===== src/design/bfe_pkg.sv =====
`timescale 1ns / 1ps
// ----------------------------------------------------------------------------
// bfe_pkg
// Shared types and constants of the bit/frame error counter.
// ----------------------------------------------------------------------------
package bfe_pkg;

  // configuration port
  localparam int CFG_IDX_W  = 2;
  localparam int CFG_DATA_W = 16;

  localparam logic [CFG_IDX_W-1:0] CFG_MAX_ERROR_FRAMES = 2'd0;
  localparam logic [CFG_IDX_W-1:0] CFG_AUTO_LIMIT       = 2'd1;
  localparam logic [CFG_IDX_W-1:0] CFG_BITS_PER_FRAME   = 2'd2;

  localparam logic [15:0] MAX_ERROR_FRAMES_RST = 16'd200;
  localparam logic        AUTO_LIMIT_RST       = 1'b1;
  localparam logic [15:0] BITS_PER_FRAME_RST   = 16'd1;

  // ber test: bit total split at this bit; anything above can never pass
  localparam int BE_LO_W = 29;
  localparam int PROD_W  = 60;
  localparam int RATE_W  = 48;

  localparam logic [PROD_W-1:0] DEC_1E6 = 60'd1000000;
  localparam logic [PROD_W-1:0] DEC_10  = 60'd10;
  localparam logic [PROD_W-1:0] DEC_100 = 60'd100;
  localparam logic [PROD_W-1:0] DEC_1E3 = 60'd1000;

  typedef struct packed {
    logic [7:0] error_byte;
    logic       last_of_frame;
  } in_item_t;

  typedef struct packed {
    logic [15:0] frame_bit_errors;
    logic        frame_in_error;
    logic [47:0] total_bit_errors;
    logic [31:0] total_frame_errors;
    logic [31:0] total_frames;
    logic [15:0] error_frame_limit;
    logic        limit_reached;
  } result_t;

  // totals of one finished frame, handed to the limit pipeline
  typedef struct packed {
    logic [15:0]        frame_bit_errors;
    logic               frame_in_error;
    logic [47:0]        total_bit_errors;
    logic [31:0]        total_frame_errors;
    logic [31:0]        total_frames;
    logic [BE_LO_W-1:0] be_lo;
    logic               be_big;
  } snap_t;

endpackage


===== src/design/bfe_limit_pipe.sv =====
`timescale 1ns / 1ps
// ----------------------------------------------------------------------------
// bfe_limit_pipe
// Pipelined BER test and frame-error limit selection on frame snapshots.
// ----------------------------------------------------------------------------
module bfe_limit_pipe import bfe_pkg::*; (
  input  logic        clk_i,
  input  logic        rst_ni,
  input  logic        snap_valid_i,
  output logic        snap_ready_o,
  input  snap_t       snap_i,
  input  logic [15:0] max_err_i,
  input  logic        auto_i,
  input  logic [15:0] bits_i,
  output logic        res_valid_o,
  input  logic        res_ready_i,
  output result_t     res_o
);

  typedef struct packed {
    logic [15:0] frame_bit_errors;
    logic        frame_in_error;
    logic [47:0] total_bit_errors;
    logic [31:0] total_frame_errors;
    logic [31:0] total_frames;
  } pay_t;

  pay_t               pay1_q, pay2_q, pay3_q, pay4_q;
  logic [BE_LO_W-1:0] be_lo1_q;
  logic               big1_q, big2_q, big3_q;
  logic [RATE_W-1:0]  rate2_q, rate3_q;
  logic [PROD_W-1:0]  p6_2_q;
  logic [PROD_W-1:0]  p6_3_q, p7_3_q, p8_3_q, p9_3_q;
  logic [3:0]         below4_q;   // [0] 1e-6 ... [3] 1e-9
  result_t            res_q;

  logic v1_q, v2_q, v3_q, v4_q, vo_q;
  logic rdy1, rdy2, rdy3, rdy4, rdy_o;

  logic [PROD_W-1:0] rate_ext;
  logic [15:0]       limit;

  assign rdy_o = !vo_q || res_ready_i;
  assign rdy4  = !v4_q || rdy_o;
  assign rdy3  = !v3_q || rdy4;
  assign rdy2  = !v2_q || rdy3;
  assign rdy1  = !v1_q || rdy2;
  assign snap_ready_o = rdy1;

  assign rate_ext = PROD_W'(rate3_q);

  always_comb begin
    priority if (!auto_i)   limit = max_err_i;
    else if (below4_q[3])   limit = max_err_i >> 4;
    else if (below4_q[2])   limit = max_err_i >> 3;
    else if (below4_q[1])   limit = max_err_i >> 2;
    else if (below4_q[0])   limit = max_err_i >> 1;
    else                    limit = max_err_i;
  end

  always_ff @(posedge clk_i or negedge rst_ni) begin
    if (!rst_ni) begin
      v1_q <= 1'b0;
      v2_q <= 1'b0;
      v3_q <= 1'b0;
      v4_q <= 1'b0;
      vo_q <= 1'b0;
    end else begin
      if (rdy1)  v1_q <= snap_valid_i;
      if (rdy2)  v2_q <= v1_q;
      if (rdy3)  v3_q <= v2_q;
      if (rdy4)  v4_q <= v3_q;
      if (rdy_o) vo_q <= v4_q;
    end
  end

  always_ff @(posedge clk_i) begin
    // capture snapshot
    if (rdy1 && snap_valid_i) begin
      pay1_q   <= '{snap_i.frame_bit_errors, snap_i.frame_in_error, snap_i.total_bit_errors,
                    snap_i.total_frame_errors, snap_i.total_frames};
      be_lo1_q <= snap_i.be_lo;
      big1_q   <= snap_i.be_big;
    end
    // frame total times bits per frame, bit errors times 1e6
    if (rdy2 && v1_q) begin
      pay2_q  <= pay1_q;
      big2_q  <= big1_q;
      rate2_q <= RATE_W'(pay1_q.total_frames) * RATE_W'(bits_i);
      p6_2_q  <= PROD_W'(be_lo1_q) * DEC_1E6;
    end
    // decade scaling by small constants
    if (rdy3 && v2_q) begin
      pay3_q  <= pay2_q;
      big3_q  <= big2_q;
      rate3_q <= rate2_q;
      p6_3_q  <= p6_2_q;
      p7_3_q  <= p6_2_q * DEC_10;
      p8_3_q  <= p6_2_q * DEC_100;
      p9_3_q  <= p6_2_q * DEC_1E3;
    end
    // threshold compares
    if (rdy4 && v3_q) begin
      pay4_q      <= pay3_q;
      below4_q[0] <= !big3_q && (p6_3_q < rate_ext);
      below4_q[1] <= !big3_q && (p7_3_q < rate_ext);
      below4_q[2] <= !big3_q && (p8_3_q < rate_ext);
      below4_q[3] <= !big3_q && (p9_3_q < rate_ext);
    end
    // limit and result
    if (rdy_o && v4_q) begin
      res_q.frame_bit_errors   <= pay4_q.frame_bit_errors;
      res_q.frame_in_error     <= pay4_q.frame_in_error;
      res_q.total_bit_errors   <= pay4_q.total_bit_errors;
      res_q.total_frame_errors <= pay4_q.total_frame_errors;
      res_q.total_frames       <= pay4_q.total_frames;
      res_q.error_frame_limit  <= limit;
      res_q.limit_reached      <= pay4_q.total_frame_errors >= 32'(limit);
    end
  end

  assign res_valid_o = vo_q;
  assign res_o       = res_q;

endmodule


===== config.mk =====
export PLATFORM = sky130hd
export DESIGN_NAME = bfe_limit_pipe
export DESIGN_NICKNAME = d
export VERILOG_FILES = /design/src/design/bfe_pkg.sv /design/src/design/bfe_limit_pipe.sv
export SDC_FILE = /design/constraint.sdc
export NUM_CORES = 2
export LEC_CHECK = 0
export BUFFER_PORTS_ARGS = -buffer_cell sky130_fd_sc_hd__buf_4
export CAP_MARGIN = 30
export CORE_MARGIN = 1
export CORE_UTILIZATION = 39
export CTS_BUF_LIST = sky130_fd_sc_hd__clkbuf_8
export DETAILED_ROUTE_END_ITERATION = 8
export PLACE_DENSITY = 0.51
export RECOVER_POWER = 100
export SYNTH_ARGS = -nofsm -noshare
export SYNTH_HDL_FRONTEND = slang
export SYNTH_SLANG_ARGS = --single-unit

===== constraint.sdc =====
create_clock -name clk_i -period 20.1 [get_ports clk_i]
set_clock_uncertainty 0.15 [all_clocks]
set_input_delay 0 -clock clk_i [delete_from_list [all_inputs] [get_ports clk_i]]
set_output_delay 0 -clock clk_i [all_outputs]
set_load 0.005 [all_outputs]

Word-level counts from Yosys, hierarchy flattened
Index checks and enable logic that the tools add are counted.
{ "word_totals": {"in_bits": 196, "elab_cells": 79, "ff_bits": 1041, "out_inout_bits": 148} }
{ "classes": {"multipliers": 5, "order_cmp": 5, "reduce_logical": 20, "n_mux": 5} }
{ "ops": {"columns": ["op", "count"], "rows": [
  ["$lt 60x48->1", 3],
  ["$mux 16", 5],
  ["$mul 43x7->50 const B", 1],
  ["$lt 49x48->1", 1],
  ["$mul 32x16->48", 1],
  ["$mul 43x5->48 const B", 1],
  ["$mul 43x3->46 const B", 1],
  ["$mul 29x14->43 const B", 1],
  ["$ge 32x16->1", 1],
  ["$logic_and 1x1->1", 9],
  ["$logic_not 1->1", 6],
  ["$logic_or 1x1->1", 5]
]} }

Depth between registers and ports, before layout
{ "depth": {"word_depth": 7, "depth_mapped": 25, "mapped_depth_nobuf": 24} }

Least setup slack after synthesis
No wires, ideal clock.
{ "synth_timing": {"kind": "reg-to-reg", "from": "register vo_q, in the netlist res_valid_o", "to": "register big3_q, enable pin", "period_less_slack_ns": 9.608, "setup_ns": 0.765, "path_stages_with_launch": 4, "n_path_buf": 0, "path_slack_ns": 10.492, "required_time_ns": 19.185, "arrival_time_ns": 8.694, "path_cell_list": "dfrtp_1 -> nor2b_1 -> nand3_1 -> and2_1"} }
{ "synth_between": {"elab_chain_cells": 5} }
{ "synth_lines": {"columns": ["item", "line", "rtl"], "rows": [
  ["from (decl)", "bfe_limit_pipe.sv:37", "logic v1_q, v2_q, v3_q, v4_q, vo_q;"],
  ["from (signal assigned)", "bfe_limit_pipe.sv:73", "if (rdy_o) vo_q <= v4_q;"],
  ["$logic_not 1->1", "bfe_limit_pipe.sv:43", "assign rdy_o = !vo_q || res_ready_i;"],
  ["$logic_or 1x1->1", "bfe_limit_pipe.sv:43", null],
  ["$logic_or 1x1->1", "bfe_limit_pipe.sv:44", "assign rdy4 = !v4_q || rdy_o;"],
  ["$logic_or 1x1->1", "bfe_limit_pipe.sv:45", "assign rdy3 = !v3_q || rdy4;"],
  ["$logic_and 1x1->1", "bfe_limit_pipe.sv:93", "if (rdy3 && v2_q) begin"],
  ["to (signal assigned)", "bfe_limit_pipe.sv:95", "big3_q <= big2_q;"],
  ["to (decl)", "bfe_limit_pipe.sv:30", "logic big1_q, big2_q, big3_q;"]
]} }
Every way passes these cells.
A chain may end at the register's enable or synchronous reset.

Worst setup path after layout
{ "layout_timing": {"from": "register vo_q, in the netlist res_valid_o", "to": "register p7_3_q[45], enable pin"} }
{ "layout_between": {"elab_chain_cells": 5} }
{ "layout_lines": {"columns": ["item", "line", "rtl"], "rows": [
  ["$logic_not 1->1", "bfe_limit_pipe.sv:43", null],
  ["$logic_or 1x1->1", "bfe_limit_pipe.sv:43", null],
  ["$logic_or 1x1->1", "bfe_limit_pipe.sv:44", null],
  ["$logic_or 1x1->1", "bfe_limit_pipe.sv:45", null],
  ["$logic_and 1x1->1", "bfe_limit_pipe.sv:93", null],
  ["to (signal assigned)", "bfe_limit_pipe.sv:98", "p7_3_q <= p6_2_q * DEC_10;"],
  ["to (decl)", "bfe_limit_pipe.sv:33", "logic [PROD_W-1:0] p6_3_q, p7_3_q, p8_3_q, p9_3_q;"]
]} }
Every way passes these cells.

==> metrics.md <==
| Metric | Value |
|---|---|
| Main synth FF type | edfxtp_1 |
| Top delay family on crit path | buffers and inverters |
| Fin nets | about 8,200 |
| Syn Inst Count | 5,732 |
| GR Util met3 | 0.02468 |
| Syn avg cell area | 12.48 um^2 |
| Hold Fails Final Rpt | 0 |
| Post-route non-filler standard cell count | 9,025 |
| Worst r2r path cells | 5 |
| Worst Setup SP | res_valid_o |
| CP arrival | 12.24 ns |
| Sequential area share after synthesis | 0.4281 |
| Critical path depth | 5 |
| Net Count, Synth | 7,388 |
| TritonRoute pass-1 iters | 7 |
| CP startpoint kind | flop |
| Vias in the first global route | approximately 48,000 |
| Mapped cell area | 71,560 um^2 |
| CTS tree | built |
| Final setup viols | 0 |
| Synth top cells by count | 1,016 x edfxtp_1, 923 x inv_1, 739 x fa_1 |
| Status | finished with violations |
| Initial antenna violation count | 2 |
| RR Endpoint | p7_3_q[45] |
| Via count | 44,681 |
| Tcrit/Tclk final | 0.5965 |
| Residual DRC | 0 |
| YS warnings | 0 |
| Met2 GRT Util | 0.3010 |
| GRT overflow | 0 |
| RSZ-0062 raised after global routing | no |
| Hold_ws | 0.1303 ns |
| Clock root cell | clkbuf_8 |
| Max frequency | between 80 and 90 MHz |
| Tot GR Track Use | 0.1798 |
| CP most frequent cell | clkbuf_1 |
| Post-CTS setup buffers | 0 |
| Worst-margin pin slew | 6.846 ns |
| DIE AREA | 185,200 um^2 |
| Synth area leader | edfxtp_1 |
| Critical path type | reg2reg |
| Sink Count | 1,021 |
| Port Buffers | roughly 340 |
| Post-synth top area share | 0.4263 |
| Post-CTS Resized | 0 |
| Die Wd | 430.4 um |
| Slowest CP cell | clkbuf_1 |
| Hpwl dp | between 100 and 150 mm |
| CP Capture Point | p7_3_q[45] |
| Filler Cell Count | ~17,000 |
| First-pass GRT wire length | 262.6 mm |
| Final min period | between 10 and 15 ns |
| Yosys reg bits | around 1,000 |
| CORE AREA | 181,500 um^2 |
| Vias per cell | 4.951 |
| Clock Tree Buf Depth | 3 |
| Count leader, synth | edfxtp_1 |
| H-tree level count | 4 |
| Max-slew violations | 1,047 |
| Relative slew slack | -3.564 |
| Crit end category | flop |
| Worst-path clk slew | 0.06 ns |
| Hold WC Path Type | in2reg |
| Floorplan row count | 156 |
| Final GP Congestion | slightly below 0.9 |
| R2R Path Start | res_valid_o |
| Post-synth EDFFs | around 1,000 |
| Initial Util | 0.3942 |
| Crit-path max FO | 122 |
| Buf/Inv on CP | 2 |
| FF-to-FF setup slack | 8.11 ns |
| Synth area leaders | edfxtp_1 43%, fa_1 21%, ha_1 13% |
| Gr busiest metal | met2 |
| Iter 0 DRT Violations | 2,253 |
| CP Cell Sequence | nor2b_1 -> nand3_1 -> and2_0 -> clkbuf_1 -> clkbuf_1 |
| Drt total wl | approximately 160 mm |
| Wire per inst | 17.93 um |
| Met1 Use GR | 0.2456 |
| Count of cell types in the netlist | 94 |
| Max Cap Viol | 18 |
| Clock insertion delay at the later pin of the skew report | 0.90 ns |
| Die Y-Extent | around 430 um |
| Asr flop ratio synth | 0.004897 |
| Area Overhead vs Synth | 16.82% |
| # IOs | 344 |
| CP required | 20.35 ns |
| Layout cells sized above 1 | 0.08480 |
| Hold-fix buffers, CTS | 382 |
| Cts bufs inserted | 175 |
| Slowest stage delay, CP | 4.77 ns |
| Sum of negative setup slack | 0 ns |
| Failing checks | max-capacitance violations, max-slew violations |
| Pin count of the biggest net entering global routing | roughly 120 |
| DRT antenna net count | 0 |
| Placed cell count | 8,323 |
==> metal layers <==
layer | part of all wire | up-vias
met5 | 0 | -
met4 | 0.020 | 0
met3 | 0.040 | 202
met2 | 0.49 | 884
met1 | 0.45 | 22459
li1 | - | 21136
==> worst reg2reg max path: stages, from the launching register on <==
cell and delay [ns]:
dfrtp_1 0.38, nor2b_1 0.20, nand3_1 0.12, and2_0 2.71
clkbuf_1 4.80, clkbuf_1 3.10
==> registers in the layout (all words and copies together) (netlist names), 4 cells and up <==
| name | flops |
|---|---|
| res_o | 146 |
| pay1_q | 129 |
| pay2_q | 129 |
| pay3_q | 129 |
| pay4_q | 129 |
| rate2_q | 48 |
| rate3_q | 48 |
| p9_3_q | 47 |
| p8_3_q | 45 |
| p7_3_q | 44 |
| p6_2_q | 43 |
| p6_3_q | 43 |
| be_lo1_q | 29 |
| below4_q | 4 |
==> how the worst min path moves through the flow <==
| stage | startpoint | end | slack, ns | cells past startpoint |
|---|---|---|---|---|
| 6_report | max_err_i[13] | res_o[14] | 0.13 | 5 |
| 5_1_grt | max_err_i[13] | res_o[14] | 0.07 | 5 |
| 4_1_cts | max_err_i[13] | res_o[14] | 0.005 | 5 |
| 3_5_place_dp | rst_ni | v2_q | -0.34 | 1 |
| 3_3_place_gp | rst_ni | v1_q | -0.35 | 1 |
| 2_1_floorplan | rst_ni | res_valid_o | -0.45 | 0 |
==> area by class of cell <==
class / count / area [um^2] / share of cell area
diodes: 4 / 10.01 / 0.0001197
flip-flops and latches: 1021 / 30630 / 0.3664
repair buffers: 748 / 6372 / 0.07622
clock inverters: 140 / 985.9 / 0.01179
multi-input cells: 3643 / 36750 / 0.4395
inverters: 923 / 3465 / 0.04144
clock buffers: 176 / 2422 / 0.02898
well taps: 2370 / 2965 / 0.03547
==> cells by family after synthesis <==
group,Yosys count,share of synthesized area
adders and majority gates,1460,0.3328
and+or+nand+nor,1124,0.07668
buffers and inverters,1068,0.05667
DFF,1021,0.4281
AOI/OAI and AO/OA,850,0.08013
xor gates and xnor gates,205,0.02509
muxes,4,0.0005595
==> layout by cell type (no fill, tap or decap), types with 33 or more instances in the layout <==
master,n
edfxtp_1,1016
inv_1,961
fa_1,739
ha_1,721
nand2_1,466
dlygate4sd3_1,382
clkbuf_4,277
a21oi_1,240
and2_1,209
a21o_1,189
clkbuf_8,176
o21ai_0,140
xnor2_1,140
nor2_1,132
nand4_1,67
xor2_1,65
clkinv_1,53
clkbuf_1,52
nor2b_1,51
nand3_1,44
nor3_1,42
o21a_1,39
buf_4,36
a31oi_1,33
==> through the flow <==
| step | worst slack [ns] | instance area (um^2) | util |
|---|---|---|---|
| after floorplan | 10.49 | 71560 | - |
| after global placement | 12.51 | 76720 | 0.4226 |
| after detailed placement | 12.54 | 76720 | 0.4227 |
| after CTS | 12.48 | 83960 | 0.4625 |
| after global routing | 6.611 | 83600 | 0.4605 |
| final | 8.110 | 83600 | 0.4605 |
Power is not shown: default switching activity piles up to over one toggle a cycle in this logic, so the estimate is an artifact.
